<file path="src/rtl/dpalu_pkg.sv">
// Package of the data-processing unit: opcodes, operation codes and the command type.
`default_nettype none
package dpalu_pkg;

	// Field widths
	localparam int REG_IDX_W = 4;
	localparam int DATA_W    = 32;

	// Instruction opcodes
	localparam logic [3:0] OP_AND = 4'd0;
	localparam logic [3:0] OP_EOR = 4'd1;
	localparam logic [3:0] OP_SUB = 4'd2;
	localparam logic [3:0] OP_RSB = 4'd3;
	localparam logic [3:0] OP_ADD = 4'd4;
	localparam logic [3:0] OP_TST = 4'd8;
	localparam logic [3:0] OP_TEQ = 4'd9;
	localparam logic [3:0] OP_CMP = 4'd10;
	localparam logic [3:0] OP_ORR = 4'd12;
	localparam logic [3:0] OP_MOV = 4'd13;

	// Bit positions in the flag register
	localparam int FLAG_N = 2;
	localparam int FLAG_Z = 1;
	localparam int FLAG_C = 0;

	// Operation performed by the execute unit
	typedef enum logic [2:0] {
		FN_AND,
		FN_EOR,
		FN_SUB,
		FN_RSB,
		FN_ADD,
		FN_ORR,
		FN_MOV
	} alu_fn_t;

	// Classified instruction handed from the front to the back
	typedef struct packed {
		logic                 unsup;
		logic                 writes;
		logic                 has_c;
		alu_fn_t              fn;
		logic [REG_IDX_W-1:0] first_reg;
		logic [REG_IDX_W-1:0] dest_reg;
		logic                 set_flags;
		logic [DATA_W-1:0]    operand_two;
	} cmd_t;

endpackage
`default_nettype wire

</file>
<file path="src/rtl/dpalu_front.sv">
// Front end: unpacks incoming items and classifies the opcode into a command.
`default_nettype none
module dpalu_front (
	input  wire logic            s_tvalid,
	output logic                 s_tready,
	input  wire logic [47:0]     s_tdata,
	input  wire logic [3:0]      s_tuser,
	output logic                 push_valid,
	input  wire logic            push_ready,
	output dpalu_pkg::cmd_t      push_cmd
);
	import dpalu_pkg::*;

	// Pass the handshake straight into the queue
	assign push_valid = s_tvalid;
	assign s_tready   = push_ready;

	// Classify the opcode
	always_comb begin
		push_cmd.unsup       = 1'b0;
		push_cmd.writes      = 1'b0;
		push_cmd.has_c       = 1'b0;
		push_cmd.fn          = FN_MOV;
		push_cmd.first_reg   = s_tdata[3:0];
		push_cmd.dest_reg    = s_tdata[7:4];
		push_cmd.set_flags   = s_tdata[8];
		push_cmd.operand_two = s_tdata[40:9];
		unique case (s_tuser)
			OP_AND: begin
				push_cmd.fn     = FN_AND;
				push_cmd.writes = 1'b1;
			end
			OP_EOR: begin
				push_cmd.fn     = FN_EOR;
				push_cmd.writes = 1'b1;
			end
			OP_SUB: begin
				push_cmd.fn     = FN_SUB;
				push_cmd.writes = 1'b1;
				push_cmd.has_c  = 1'b1;
			end
			OP_RSB: begin
				push_cmd.fn     = FN_RSB;
				push_cmd.writes = 1'b1;
				push_cmd.has_c  = 1'b1;
			end
			OP_ADD: begin
				push_cmd.fn     = FN_ADD;
				push_cmd.writes = 1'b1;
				push_cmd.has_c  = 1'b1;
			end
			OP_TST: begin
				push_cmd.fn = FN_AND;
			end
			OP_TEQ: begin
				push_cmd.fn = FN_EOR;
			end
			OP_CMP: begin
				push_cmd.fn    = FN_SUB;
				push_cmd.has_c = 1'b1;
			end
			OP_ORR: begin
				push_cmd.fn     = FN_ORR;
				push_cmd.writes = 1'b1;
			end
			OP_MOV: begin
				push_cmd.fn     = FN_MOV;
				push_cmd.writes = 1'b1;
			end
			default: begin
				push_cmd.unsup = 1'b1;
			end
		endcase
	end

endmodule
`default_nettype wire

</file>
<file path="src/rtl/dpalu_queue.sv">
// Two-entry command queue between the front end and the execute unit.
`default_nettype none
module dpalu_queue (
	input  wire logic            clk,
	input  wire logic            arst_n,
	input  wire logic            push_valid,
	output logic                 push_ready,
	input  wire dpalu_pkg::cmd_t push_cmd,
	output logic                 pop_valid,
	input  wire logic            pop_ready,
	output dpalu_pkg::cmd_t      pop_cmd
);
	import dpalu_pkg::*;

	cmd_t       entry_q [2];
	logic       wr_ptr_q;
	logic       rd_ptr_q;
	logic [1:0] count_q;
	logic       push;
	logic       pop;

	assign push_ready = (count_q != 2'd2);
	assign pop_valid  = (count_q != 2'd0);
	assign pop_cmd    = entry_q[rd_ptr_q];
	assign push       = push_valid && push_ready;
	assign pop        = pop_valid && pop_ready;

	// Store pushed commands
	always_ff @(posedge clk) begin
		if (push) begin
			entry_q[wr_ptr_q] <= push_cmd;
		end
	end

	// Advance pointers and occupancy
	always_ff @(posedge clk or negedge arst_n) begin
		if (!arst_n) begin
			wr_ptr_q <= 1'b0;
			rd_ptr_q <= 1'b0;
			count_q  <= 2'd0;
		end else begin
			if (push) begin
				wr_ptr_q <= ~wr_ptr_q;
			end
			if (pop) begin
				rd_ptr_q <= ~rd_ptr_q;
			end
			case ({push, pop})
				2'b10:   count_q <= count_q + 2'd1;
				2'b01:   count_q <= count_q - 2'd1;
				default: count_q <= count_q;
			endcase
		end
	end

endmodule
`default_nettype wire

</file>
<file path="src/rtl/dpalu_back.sv">
// Execute unit: register file, flag register, adder and logic unit, result register.
`default_nettype none
module dpalu_back #(
	parameter int REG_COUNT = 16
) (
	input  wire logic            clk,
	input  wire logic            arst_n,
	input  wire logic            pop_valid,
	output logic                 pop_ready,
	input  wire dpalu_pkg::cmd_t pop_cmd,
	output logic                 m_tvalid,
	input  wire logic            m_tready,
	output logic [39:0]          m_tdata,
	output logic [0:0]           m_tuser
);
	import dpalu_pkg::*;

	localparam int IDX_W = (REG_COUNT > 1) ? $clog2(REG_COUNT) : 1;
	localparam int EXT_W = (IDX_W > REG_IDX_W) ? IDX_W : REG_IDX_W;

	logic [DATA_W-1:0] regs_q [REG_COUNT];
	logic [2:0]        flags_q;
	logic              out_valid_q;
	logic [39:0]       out_data_q;
	logic              out_unsup_q;

	logic [EXT_W-1:0]  rn_ext;
	logic [EXT_W-1:0]  rd_ext;
	logic              rn_ok;
	logic              rd_ok;
	logic [DATA_W-1:0] op_a;
	logic [DATA_W-1:0] op_b;
	logic [DATA_W-1:0] add_x;
	logic [DATA_W-1:0] add_y;
	logic              add_cin;
	logic [DATA_W:0]   sum;
	logic [DATA_W-1:0] res;
	logic              written;
	logic [2:0]        flags_nxt;
	logic              fire;

	// Take the next command whenever the result register is free or draining
	assign pop_ready = !out_valid_q || m_tready;
	assign fire      = pop_valid && pop_ready;

	// Read operand one
	assign rn_ext = EXT_W'(pop_cmd.first_reg);
	assign rd_ext = EXT_W'(pop_cmd.dest_reg);
	assign rn_ok  = (32'(pop_cmd.first_reg) < REG_COUNT);
	assign rd_ok  = (32'(pop_cmd.dest_reg) < REG_COUNT);
	assign op_a   = rn_ok ? regs_q[rn_ext[IDX_W-1:0]] : '0;
	assign op_b   = pop_cmd.operand_two;

	// Shared adder: subtraction adds the inverted operand with carry in
	always_comb begin
		add_x   = op_a;
		add_y   = op_b;
		add_cin = 1'b0;
		case (pop_cmd.fn)
			FN_SUB: begin
				add_y   = ~op_b;
				add_cin = 1'b1;
			end
			FN_RSB: begin
				add_x   = op_b;
				add_y   = ~op_a;
				add_cin = 1'b1;
			end
			default: begin
				add_cin = 1'b0;
			end
		endcase
	end

	assign sum = {1'b0, add_x} + {1'b0, add_y} + (DATA_W+1)'(add_cin);

	// Select the result
	always_comb begin
		case (pop_cmd.fn)
			FN_AND:  res = op_a & op_b;
			FN_EOR:  res = op_a ^ op_b;
			FN_ORR:  res = op_a | op_b;
			FN_MOV:  res = op_b;
			default: res = sum[DATA_W-1:0];
		endcase
	end

	// Work out write enable and new flags
	assign written = !pop_cmd.unsup && pop_cmd.writes && rd_ok;

	always_comb begin
		flags_nxt = flags_q;
		if (!pop_cmd.unsup && pop_cmd.set_flags) begin
			flags_nxt[FLAG_N] = res[DATA_W-1];
			flags_nxt[FLAG_Z] = (res == '0);
			if (pop_cmd.has_c) begin
				flags_nxt[FLAG_C] = sum[DATA_W];
			end
		end
	end

	// Update register file
	always_ff @(posedge clk or negedge arst_n) begin
		if (!arst_n) begin
			for (int i = 0; i < REG_COUNT; i++) begin
				regs_q[i] <= '0;
			end
		end else if (fire && written) begin
			regs_q[rd_ext[IDX_W-1:0]] <= res;
		end
	end

	// Update flags and output valid
	always_ff @(posedge clk or negedge arst_n) begin
		if (!arst_n) begin
			flags_q     <= 3'd0;
			out_valid_q <= 1'b0;
		end else begin
			if (fire) begin
				flags_q <= flags_nxt;
			end
			if (pop_ready) begin
				out_valid_q <= pop_valid;
			end
		end
	end

	// Load the result register
	always_ff @(posedge clk) begin
		if (fire) begin
			out_data_q[31:0]  <= written ? res : '0;
			out_data_q[32]    <= written;
			out_data_q[36:33] <= written ? pop_cmd.dest_reg : '0;
			out_data_q[37]    <= flags_nxt[FLAG_N];
			out_data_q[38]    <= flags_nxt[FLAG_Z];
			out_data_q[39]    <= flags_nxt[FLAG_C];
			out_unsup_q       <= pop_cmd.unsup;
		end
	end

	assign m_tvalid   = out_valid_q;
	assign m_tdata    = out_data_q;
	assign m_tuser[0] = out_unsup_q;

endmodule
`default_nettype wire

</file>
<file path="src/rtl/arm_data_processing_alu.sv">
// Top level of the data-processing execute unit.
// Executes one decoded data-processing instruction per item against a register file of
// REG_COUNT 32-bit registers and an N/Z/C flag register, and returns one result item per
// input item. Sustained rate is one item per cycle while m_tready stays high: the execute
// unit reads Rn, computes and writes Rd in the same cycle that it takes the command, so
// back-to-back dependent instructions need no stall. An accepted item is first written
// into the command queue; the execute unit works on it as it leaves the queue, and the
// result register presents it. A two-entry queue separates the input side from the
// execute unit, and a result register holds a finished item while the next one is
// accepted. Register file and flags are cleared at once by reset; no clearing pass is
// needed. Unlisted opcodes change nothing and report unsupported in m_tuser.
`default_nettype none
module arm_data_processing_alu #(
	parameter int REG_COUNT = 16
) (
	input  wire logic        clk,
	input  wire logic        arst_n,
	input  wire logic        s_tvalid,
	output logic             s_tready,
	// first_reg[3:0], dest_reg[7:4], set_flags[8], operand_two[40:9], zero fill[47:41]
	input  wire logic [47:0] s_tdata,
	// kind[3:0]
	input  wire logic [3:0]  s_tuser,
	output logic             m_tvalid,
	input  wire logic        m_tready,
	// result_value[31:0], result_written[32], written_index[36:33],
	// flag_n[37], flag_z[38], flag_c[39]
	output logic [39:0]      m_tdata,
	// unsupported[0]
	output logic [0:0]       m_tuser
);
	import dpalu_pkg::*;

	logic push_valid;
	logic push_ready;
	cmd_t push_cmd;
	logic pop_valid;
	logic pop_ready;
	cmd_t pop_cmd;

	dpalu_front u_front (
		.s_tvalid   (s_tvalid),
		.s_tready   (s_tready),
		.s_tdata    (s_tdata),
		.s_tuser    (s_tuser),
		.push_valid (push_valid),
		.push_ready (push_ready),
		.push_cmd   (push_cmd)
	);

	dpalu_queue u_queue (
		.clk        (clk),
		.arst_n     (arst_n),
		.push_valid (push_valid),
		.push_ready (push_ready),
		.push_cmd   (push_cmd),
		.pop_valid  (pop_valid),
		.pop_ready  (pop_ready),
		.pop_cmd    (pop_cmd)
	);

	dpalu_back #(
		.REG_COUNT (REG_COUNT)
	) u_back (
		.clk       (clk),
		.arst_n    (arst_n),
		.pop_valid (pop_valid),
		.pop_ready (pop_ready),
		.pop_cmd   (pop_cmd),
		.m_tvalid  (m_tvalid),
		.m_tready  (m_tready),
		.m_tdata   (m_tdata),
		.m_tuser   (m_tuser)
	);

endmodule
`default_nettype wire

</file>
<file path="config.mk">
export PLATFORM = sky130hd
export DESIGN_NAME = arm_data_processing_alu
export DESIGN_NICKNAME = d
export VERILOG_FILES = /design/src/rtl/dpalu_pkg.sv /design/src/rtl/dpalu_front.sv /design/src/rtl/dpalu_queue.sv /design/src/rtl/dpalu_back.sv /design/src/rtl/arm_data_processing_alu.sv
export SDC_FILE = /design/constraint.sdc
export NUM_CORES = 2
export LEC_CHECK = 0
export BUFFER_PORTS_ARGS = -buffer_cell sky130_fd_sc_hd__buf_2
export CAP_MARGIN = 20
export CORE_UTILIZATION = 30
export CTS_CLUSTER_SIZE = 16
export DETAILED_ROUTE_END_ITERATION = 8
export PLACE_DENSITY = 0.54
export SLEW_MARGIN = 5
export SYNTH_ARGS = -nofsm -noshare
export SYNTH_HDL_FRONTEND = slang
export SYNTH_SLANG_ARGS = --single-unit
</file>
<file path="constraint.sdc">
create_clock -name clk -period 5.7 [get_ports clk]
set_input_delay 0.57 -clock clk [delete_from_list [all_inputs] [get_ports clk]]
set_output_delay 0.57 -clock clk [all_outputs]
set_load 0.02 [all_outputs]
</file>
==> out/qor.csv <==
metric;value;unit
number of flops mapped to enable cells by yosys;135;
CP peak stage delay;0.61;ns
gpl congestion;0.881;
Worst Setup Start Kind;flop;
H-tree lvl count;3;
Top Ports;99;
worst slew pin tran;1.07;ns
drt total wl;101;mm
cell count after synthesis;3125;
CP Capture Type;flop;
cell with the most instances after synthesis;nand2_1;
residual DRC count;0;
Final Setup Violations;0;
vias per cell;5.10;
worst reg2reg path endpoint;u_back.regs_q[509];
CP max-delay cell;a21oi_1;
post-synth top area share;0.394;
Die W;334;um
Worst EP arrival;5.98;ns
drt initial violations;1847;
largest net degree at the start of global routing;147;
DR WL/cell;21.1;um
reg2reg setup slack;0.19;ns
register area share after synthesis;0.516;
type of the most critical hold path;in2async;
syn nets;3279;
layout cell share with drive strength beyond 1;0.231;
Total GRT Usage;0.181;
Clock Skews;0.0389;ns
Routed Antenna Nets;0;
first-pass GRT wire length;153;mm
Slew HR;0.289;
outcome;completed;
top post-synthesis cells by count;581 x nand2_1, 520 x dfrtp_1, 495 x o21ai_0;
synthesized area per cell;10.6;um^2
grt ovf;0;
#FFs+latches synth;655;
Worst-Skew Late Latency;0.63;ns
Final Cycle Share;0.967;
Root Driver;clkbuf_16;
Clock Tree Buf Depth;3;
dominant cells by area after synthesis;dfrtp_1 39%, edfxtp_1 12%, mux4_2 8.7%;
vias in the first global route;24100;
Nets;3466;
Distinct cells, synth;88;
Rows;121;
CTS clk-pin slew, worst paths;0.06;ns
initial antenna violation count;6;
Main synth FF type;dfrtp_1;
minimum clock period;5.51;ns
CTS buffer count;75;
clk sinks;655;
critical path, cell by cell;buf_4 -> mux2i_4 -> buf_12 -> buf_12 -> buf_4 -> mux4_2 -> mux2i_1 -> a21oi_1 -> a21oi_1 -> nor2_1 -> a21oi_1 -> ha_1 -> buf_4 -> and3_1 -> nand4_1 -> a21o_1 -> a2111oi_4 -> o21ai_2 -> a31oi_4 -> buf_4 -> nor2b_1 -> buf_6 -> buf_4 -> o21ai_0;
Hold WS;0.0237;ns
CP most frequent cell;buf_4;
post-synth design cell area;0.0331;mm^2
crit path kind;reg2reg;
Initial Utilization;0.303;
maxcap violations;0;
RR Startpoint;u_queue.rd_ptr_q;
CTS tree;yes;
Die Y;334;um
PortBufs;91;
CP required;6.17;ns
Synth warnings;0;
maximum clock frequency;181;MHz
Area growth, synth to finish;19.6;%
setup TNS;0;ns
DP Wirelength;67.4;mm
Register-to-Register Path Depth;24;
first-pass iteration count of the detailed router;5;
Pins Over Slew Limit;0;
vias;24400;
critical path peak fanout;11;
leading area contributor after synthesis;dfrtp_1;
ys async rst share;0.794;
Final Hold Vio Count;0;
Die ar.;0.112;mm^2
total core area;0.109;mm^2
fin util;0.363;
[routing by layer]
layer,routed length (um),vias up,track usage
li1,-,11500,-
met1,46700,12200,0.251
met2,46600,575,0.290
met3,4850,159,0.0271
met4,3000,2,0.0558
met5,13,-,0
[stage by stage]
step           area, um^2  worst slack (ns)  cells
3_3_place_gp        36600           -0.0108   4644
6_report            39500             0.189   4787
2_1_floorplan       33100            0.0913   3125
3_5_place_dp        36700           -0.0462   4645
5_1_grt             39500           -0.0671   4786
4_1_cts             39200            0.0170   4782
[worst max path at each step]
| stage | start | endpoint | slack [ns] | depth (start not counted) |
|---|---|---|---|---|
| 6_report | u_queue.rd_ptr_q | u_back.regs_q[509] | 0.19 | 24 |
| 5_1_grt | u_queue.rd_ptr_q | u_back.regs_q[61] | -0.07 | 24 |
| 4_1_cts | u_queue.rd_ptr_q | u_back.m_tdata[38] | 0.02 | 24 |
| 3_5_place_dp | u_queue.rd_ptr_q | u_back.regs_q[509] | -0.05 | 25 |
| 3_3_place_gp | u_queue.rd_ptr_q | u_back.regs_q[509] | -0.01 | 25 |
| 2_1_floorplan | u_queue.rd_ptr_q | u_back.m_tdata[38] | 0.09 | 24 |
[area by class of cell]
class / instances / area (um^2)
Multi-Input combinational cell: 2144 / 15000
Timing Repair Buffer: 353 / 2830
Clock buffer: 110 / 2210
Tap cell: 1414 / 1770
Clock inverter: 27 / 342
Antenna cell: 1 / 2.50
Fill cell: 11000 / 69500
Inverter: 83 / 312
Sequential cell: 655 / 17100
[kinds of logic after synthesis]
group | synth area share
AND/OR/NAND/NOR | 0.116
flip-flops | 0.516
AO/OA/AOI/OAI | 0.144
XOR/XNOR | 0.00291
multiplexers | 0.141
adder cells (fa/ha/maj) | 0.0375
buffers and inverters | 0.0420
[flip-flops by register name, indices dropped and copies added, names as in the netlist]
name              cells
u_back.m_tuser        1
u_back.regs_q       512
u_queue.entry_q      94
u_queue.count_q       2
u_back.m_tvalid       1
u_back.m_tdata       40
u_queue.wr_ptr_q      1
u_queue.rd_ptr_q      1
u_back.flags_q        3
[worst max-delay path, delay by kind of cell (launching register included)]
family | cells | cell delay, ns
flip-flops | 1 | 0.44
buffers and inverters | 8 | 1.29
adder cells (fa/ha/maj) | 1 | 0.31
AO/OA/AOI/OAI | 8 | 2.10
multiplexers | 3 | 0.55
AND/OR/NAND/NOR | 4 | 0.65
[placed cells by master (no fill, tap or decap), types with 9 or more instances in the layout]
cell type and count:
nand4_1 17, and2_1 13, clkbuf_16 78, a21o_1 11
a211oi_2 15, buf_4 228, o21a_1 11, mux2_2 72
buf_12 28, edfxtp_1 135, a21oi_1 150, mux2i_1 61
nor2_1 153, clkbuf_8 16, nand2_1 563, a211oi_1 36
buf_2 90, nand2_2 18, o22ai_1 16, nand3_1 12
ha_1 95, mux4_2 128, nor3_1 20, clkbuf_1 17
nand2b_1 12, dfrtp_1 519, inv_1 82, nor2b_1 38
and3_1 12, a21oi_2 15, o21ai_1 11, o21ai_0 493
mux2i_2 13, mux2i_4 9
[timing repair]
item                                    CTS  global route
endpoints found under the setup margin   13           130
gates resized for setup                   6            56
hold buffers                              0             0
gates cloned                              0             1
pin swaps                                 0            11
setup buffers                             0             3
Power is left out: the tool's default activity adds up to more than one toggle a clock period on the data nets, which glitch-free logic cannot reach.
